--- config.mk ---
export PLATFORM = sky130hd
export DESIGN_NAME = csq_div
export DESIGN_NICKNAME = d
export VERILOG_FILES = /design/src/design/csq_pkg.sv /design/src/design/csq_div.sv
export SDC_FILE = /design/constraint.sdc
export NUM_CORES = 1
export LEC_CHECK = 0
export BUFFER_PORTS_ARGS = -buffer_cell sky130_fd_sc_hd__buf_2
export CAP_MARGIN = 30
export CORE_ASPECT_RATIO = 0.5
export CORE_MARGIN = 5
export CORE_UTILIZATION = 36
export CTS_CLUSTER_SIZE = 10
export DETAILED_ROUTE_END_ITERATION = 10
export SKIP_CTS_REPAIR_TIMING = 1
export SYNTH_ARGS = -nofsm -noshare
export SYNTH_HDL_FRONTEND = slang
export SYNTH_SLANG_ARGS = --single-unit
--- constraint.sdc ---
create_clock -name clk -period 2.8 [get_ports clk]
set_clock_uncertainty 0.05 [all_clocks]
set_input_delay 0.56 -clock clk [delete_from_list [all_inputs] [get_ports clk]]
set_output_delay 0.56 -clock clk [all_outputs]
set_load 0.005 [all_outputs]
--- src/design/csq_pkg.sv ---
// Shared types and constants for the chi-square uniformity histogram test.
// Used by the bin cells, the sum-of-squares unit, the divider and the top level.
// No dependencies.
package csq_pkg;

  // Histogram geometry and field widths.
  localparam int BINS        = 100;
  localparam int SAMPLE_BITS = 16;
  localparam int CFG_W       = 16;
  localparam int CNT_W       = 16;
  localparam int EXPNUM_W    = 16;
  localparam int CHI_W       = 34;
  localparam int BIN_W       = $clog2(BINS);
  localparam int PROD_W      = SAMPLE_BITS + BIN_W;

  // Expected count E = length div BINS, found by a reciprocal multiply that is
  // exact for every CFG_W-bit length.
  localparam int EXP_W       = $clog2((2**CFG_W - 1) / BINS + 1);
  localparam int RECIP_SHIFT = CFG_W + $clog2(BINS);
  localparam int RECIP_W     = CFG_W + 1;
  localparam int RECIP_MUL   = (2**RECIP_SHIFT + BINS - 1) / BINS;
  localparam int LENPROD_W   = CFG_W + RECIP_W;

  // Sum of squares and the Q8 quotient.
  localparam int SQ_W        = 2 * CNT_W;
  localparam int ACC_W       = SQ_W + $clog2(BINS);
  localparam int Q_FRAC      = 8;
  localparam int DVD_W       = ACC_W + Q_FRAC;
  localparam int STEP_W      = $clog2(DVD_W);

  // Sweep: one shift per bin, then the three-stage square pipeline drains.
  localparam int SUMSQ_DEPTH = 3;
  localparam int SWEEP_LEN   = BINS + SUMSQ_DEPTH;
  localparam int SWP_W       = $clog2(SWEEP_LEN);

  localparam logic [CFG_W-1:0] LEN_RESET = CFG_W'(10000);
  localparam logic [CHI_W-1:0] CHI_MAX   = {CHI_W{1'b1}};

  // Control to the row of bin cells.
  typedef struct packed {
    logic inc;
    logic shift;
  } cell_ctl_t;

  // Control to the sum-of-squares unit.
  typedef struct packed {
    logic clr;
    logic feed;
  } sumsq_ctl_t;

  // Status from the divider.
  typedef struct packed {
    logic busy;
    logic done;
  } div_stat_t;

  typedef enum logic [1:0] {
    ST_IDLE,
    ST_SWEEP,
    ST_DIVIDE
  } csq_state_t;

endpackage

--- src/design/csq_div.sv ---
// Restoring divider, one quotient bit per cycle, for the Q8 chi-square value:
// (sum of squares << 8) / E.
// Depends on csq_pkg.
module csq_div (
  input  logic                       clk,
  input  logic                       rst_n,
  input  logic                       start_i,
  input  logic [csq_pkg::DVD_W-1:0]  dividend_i,
  input  logic [csq_pkg::EXP_W-1:0]  divisor_i,
  output csq_pkg::div_stat_t         stat_o,
  output logic [csq_pkg::DVD_W-1:0]  quotient_o
);
  import csq_pkg::*;

  logic              running_r;
  logic              done_r;
  logic [STEP_W-1:0] step_r;
  logic [EXP_W-1:0]  rem_r;
  logic [EXP_W-1:0]  div_r;
  logic [DVD_W-1:0]  quo_r;
  logic [EXP_W:0]    rem_sh;
  logic              q_bit;
  logic [EXP_W:0]    rem_sub;

  // Shift in the next dividend bit and trial-subtract the divisor.
  always_comb begin
    rem_sh  = {rem_r, quo_r[DVD_W-1]};
    q_bit   = (rem_sh >= {1'b0, div_r});
    rem_sub = q_bit ? (rem_sh - {1'b0, div_r}) : rem_sh;
  end

  // Control: run for DVD_W steps, then pulse done.
  always_ff @(posedge clk) begin
    if (!rst_n) begin
      running_r <= 1'b0;
      done_r    <= 1'b0;
      step_r    <= '0;
    end else begin
      done_r <= 1'b0;
      if (start_i) begin
        running_r <= 1'b1;
        step_r    <= STEP_W'(DVD_W - 1);
      end else if (running_r) begin
        step_r <= step_r - STEP_W'(1);
        if (step_r == '0) begin
          running_r <= 1'b0;
          done_r    <= 1'b1;
        end
      end
    end
  end

  // Datapath: the dividend shifts out as the quotient shifts in.
  always_ff @(posedge clk) begin
    if (start_i) begin
      rem_r <= '0;
      div_r <= divisor_i;
      quo_r <= dividend_i;
    end else if (running_r) begin
      rem_r <= rem_sub[EXP_W-1:0];
      quo_r <= {quo_r[DVD_W-2:0], q_bit};
    end
  end

  assign stat_o.busy = running_r;
  assign stat_o.done = done_r;
  assign quotient_o  = quo_r;

  // The partial remainder always stays below the divisor.
  a_rem_below_div: assert property (@(posedge clk) disable iff (!rst_n)
    running_r |-> (rem_r < div_r))
    else $error("divider remainder not below divisor");

  // Done comes only after the last step.
  a_done_after_run: assert property (@(posedge clk) disable iff (!rst_n)
    done_r |-> (!running_r && $past(running_r)))
    else $error("divider done without a finished run");

endmodule

==> summary.md <==
| Metric | Value |
|---|---|
| Layout Cells excl Fill | around 520 |
| Remaining antenna violation count after routing | 0 |
| Top cell type's share of synthesized area | 0.478 |
| Via/cell ratio | between 4 and 5 |
| Critical Path Stages | 8 |
| Initial core utilization | 0.374 |
| Drt pass-1 iters | 4 |
| Area grow syn2layout | 27.0% |
| Slowest CP cell | mux2_1 |
| Buf/Inv on CP | 1 |
| Met2 usage | 0.228 |
| Hold Crit Start | divisor_i[3] |
| Largest family of logic cells by synthesized area | multiplexers |
| Setup total negative slack | 0 ns |
| Area occupied by multi-input gates | ~1400 um^2 |
| Sequential share of the synthesized area | 0.579 |
| Syn Nets | 340 |
| CP max stage delay | 0.39 ns |
| Total track usage | 0.130 |
| Remaining Overflow, GRT | 0 |
| Core Area | around 9600 um^2 |
| Critical Path Start | div_r[1] |
| Fin crit period | 2.40 ns |
| Root buf cell | clkbuf_16 |
| Post-synth EDFFs | 57 |
| Critical path cell sequence | inv_1, ha_1, nor2b_1, o31ai_1, a211o_1, nand2_2, mux2_1, a211oi_1 |
| Sink Count | between 70 and 80 |
| DRC errors left | 0 |
| RD Place Congestion | approximately 0.76 |
| Crit path kind | flop to flop |
| Synth Flop Type | edfxtp_1 |
| Worst-path clk slew | roughly 0.060 ns |
| CTS tree | built |
| Least-Margin Pin Slew | 0.540 ns |
| Top cells by count, synth | 57 x edfxtp_1, 47 x mux2_2, 24 x nor2_1, 18 x dfxtp_1, 15 x inv_1 |
| Worst R2R End | rem_r[0] |
| FF-to-FF path depth | 8 |
| Die X | 151 um |
| Reg area | around 2100 um^2 |
| Initial antenna violation count | 0 |
| Pleak | about 1.9 nW |
| Total die area | about 12,000 um^2 |
| Compound-cell area share of the yosys netlist | 0.0728 |
| GR Util met1 | 0.152 |
| Global-route wire length before repair | around 12,000 um |
| Unrepaired setup endpoints after global routing | no |
| Worst-skew pair later-pin latency | 0.32 ns |
| Max cap viols | 0 |
| Flop2flop setup slack | 0.40 ns |
| Cell Rows | 25 |
| Mux contribution to synthesized area | 0.173 |
| Vias in the first global route | between 2,000 and 3,000 |
| Via count | ~2,500 |
| # diodes | 0 |
| Final Hold Viols | 0 |
| Met3 Use GR | 0.0400 |
| CTS HTree Levels | 3 |
| Slew margin rel. | 0.640 |
| Hold Path Class | primary input to flop |
| Placed insts | 503 |
| Part of the cycle the worst path needs | 0.859 |
| Adder-Cell Fraction of Synth Area | 0.0476 |
| Synth cell types | 42 |
| Synth area leaders | edfxtp_1 48%, mux2_2 15%, dfxtp_1 10% |
| Post-synthesis cell count | roughly 270 |
| Synthesized area | around 3600 um^2 |
| Initial drt markers | between 100 and 150 |
| XOR/XNOR Fraction of Synth Area | 0.0269 |
| Detailed Route WL | ~7500 um |
| Yosys warnings | 0 |
| Simple-gate area share of the yosys netlist | 0.0644 |
| CP Data Required Time | 2.99 ns |
| Detailed-route wire length per cell | 14.4 um |
| HPWL Detailed | 5580 um |
| Pwr Density | between 600 and 700 nW/um^2 |
| Fill cells | slightly above 900 |
| CP arrival | ~2.6 ns |
| Yosys top cell by area | edfxtp_1 |
| Status | finished clean |
| Clock buffer count from CTS | 9 |
| PortBufs | about 110 |
| CP endpoint kind | flop |
| Hold Path Cell Cnt | 1 |
| Clock Path Buffers | 2 |
| Register bit total from synthesis | between 70 and 80 |
| Most common cell in the synthesized netlist | edfxtp_1 |
| Layout Nets | ~450 |
| Chip height | approximately 80 um |
| Kind of cell adding the most delay to the critical path | compound AO/OA/AOI/OAI gates |
| Final Max Tran Viols | 0 |
| Mapped Avg Cell Area | 13.4 um^2 |
| Setup crit start kind | flop |
| Critical path endpoint | rem_r[0] |
| Max Fclk | ~420 MHz |
| IR drop worst, VDD | 0.299 mV |
| CP Max Fanout | 13 |
| Async SR Flop Fraction | 0 |
| Layout cells sized above 1 | 0.469 |
| Worst R2R Start | div_r[1] |
| Largest net degree at the start of global routing | 28 |
| Top Usage Layer GRT | met2 |
| IO Pins | 109 |
| Final setup fails | 0 |
[through the flow]
step           utilization  hold slack [ns]  instance area (um^2)  power, mW  setup WS [ns]
6_report             0.475            0.360                  4540       2.93          0.396
5_1_grt              0.475            0.338                  4540       3.10          0.203
4_1_cts              0.475            0.343                  4540       2.98          0.380
3_5_place_dp         0.447            0.448                  4280       1.93          0.406
3_3_place_gp         0.447            0.446                  4280       1.92          0.471
2_1_floorplan            -            0.429                  3580       1.75          0.661
[routing by layer]
metal  routed length, um  part of all wire
met5                   0                 0
met3                 185             0.025
met2                3990              0.53
met4                 114             0.015
met1                3210              0.43
[registers in the layout, indices dropped and copies added (netlist names)]
name / count
done_r: 1
running_r: 1
step_r: 6
rem_r: 10
quotient_o: 47
div_r: 10
[final cells by class]
class,count,share of cell area
sequential,75,0.456
multi-input combinational,163,0.303
timing repair buffer,114,0.132
clock buffer,13,0.0551
tap,135,0.0372
inverter,16,0.0132
clock inverter,3,0.00331
[cell families after synthesis]
kind of cell    Yosys count
xor+xnor                 11
fa+ha+maj                13
simple gates             49
buf+inv                  29
mux                      56
flops                    75
compound gates           34
[power breakdown]
group          switching (mW)  leakage, nW  internal, mW  total (mW)
Clock                   0.407        0.133         0.620        1.03
Sequential             0.0580        0.719          1.33        1.39
Combinational           0.252         1.05         0.265       0.517
Total                   0.717         1.90          2.22        2.93
[worst min path at each step]
| stage | to | slack (ns) |
|---|---|---|
| floorplan | rem_r[3] | 0.43 |
| global placement | rem_r[5] | 0.45 |
| detailed placement | rem_r[3] | 0.45 |
| CTS | div_r[3] | 0.34 |
| global route | div_r[6] | 0.34 |
| finish | div_r[3] | 0.36 |
[cells in the final DEF (no fill, tap or decap), types with 2 or more instances in the layout]
| cell type | instances |
|---|---|
| buf_2 | 108 |
| edfxtp_1 | 57 |
| mux2_2 | 47 |
| nor2_1 | 24 |
| dfxtp_1 | 18 |
| inv_1 | 15 |
| ha_1 | 12 |
| a211oi_1 | 9 |
| clkbuf_16 | 9 |
| mux2i_1 | 8 |
| o21a_1 | 7 |
| xnor2_1 | 7 |
| nand2_1 | 6 |
| a21oi_1 | 5 |
| buf_4 | 5 |
| xor2_1 | 4 |
| nor3_1 | 4 |
| nor4_1 | 3 |
| clkbuf_1 | 3 |
| clkinv_2 | 3 |
| or2_2 | 2 |
| a2111oi_2 | 2 |
| nor2b_1 | 2 |
| o21ai_0 | 2 |
| o22ai_1 | 2 |
Power figures use the tool's default switching activity.
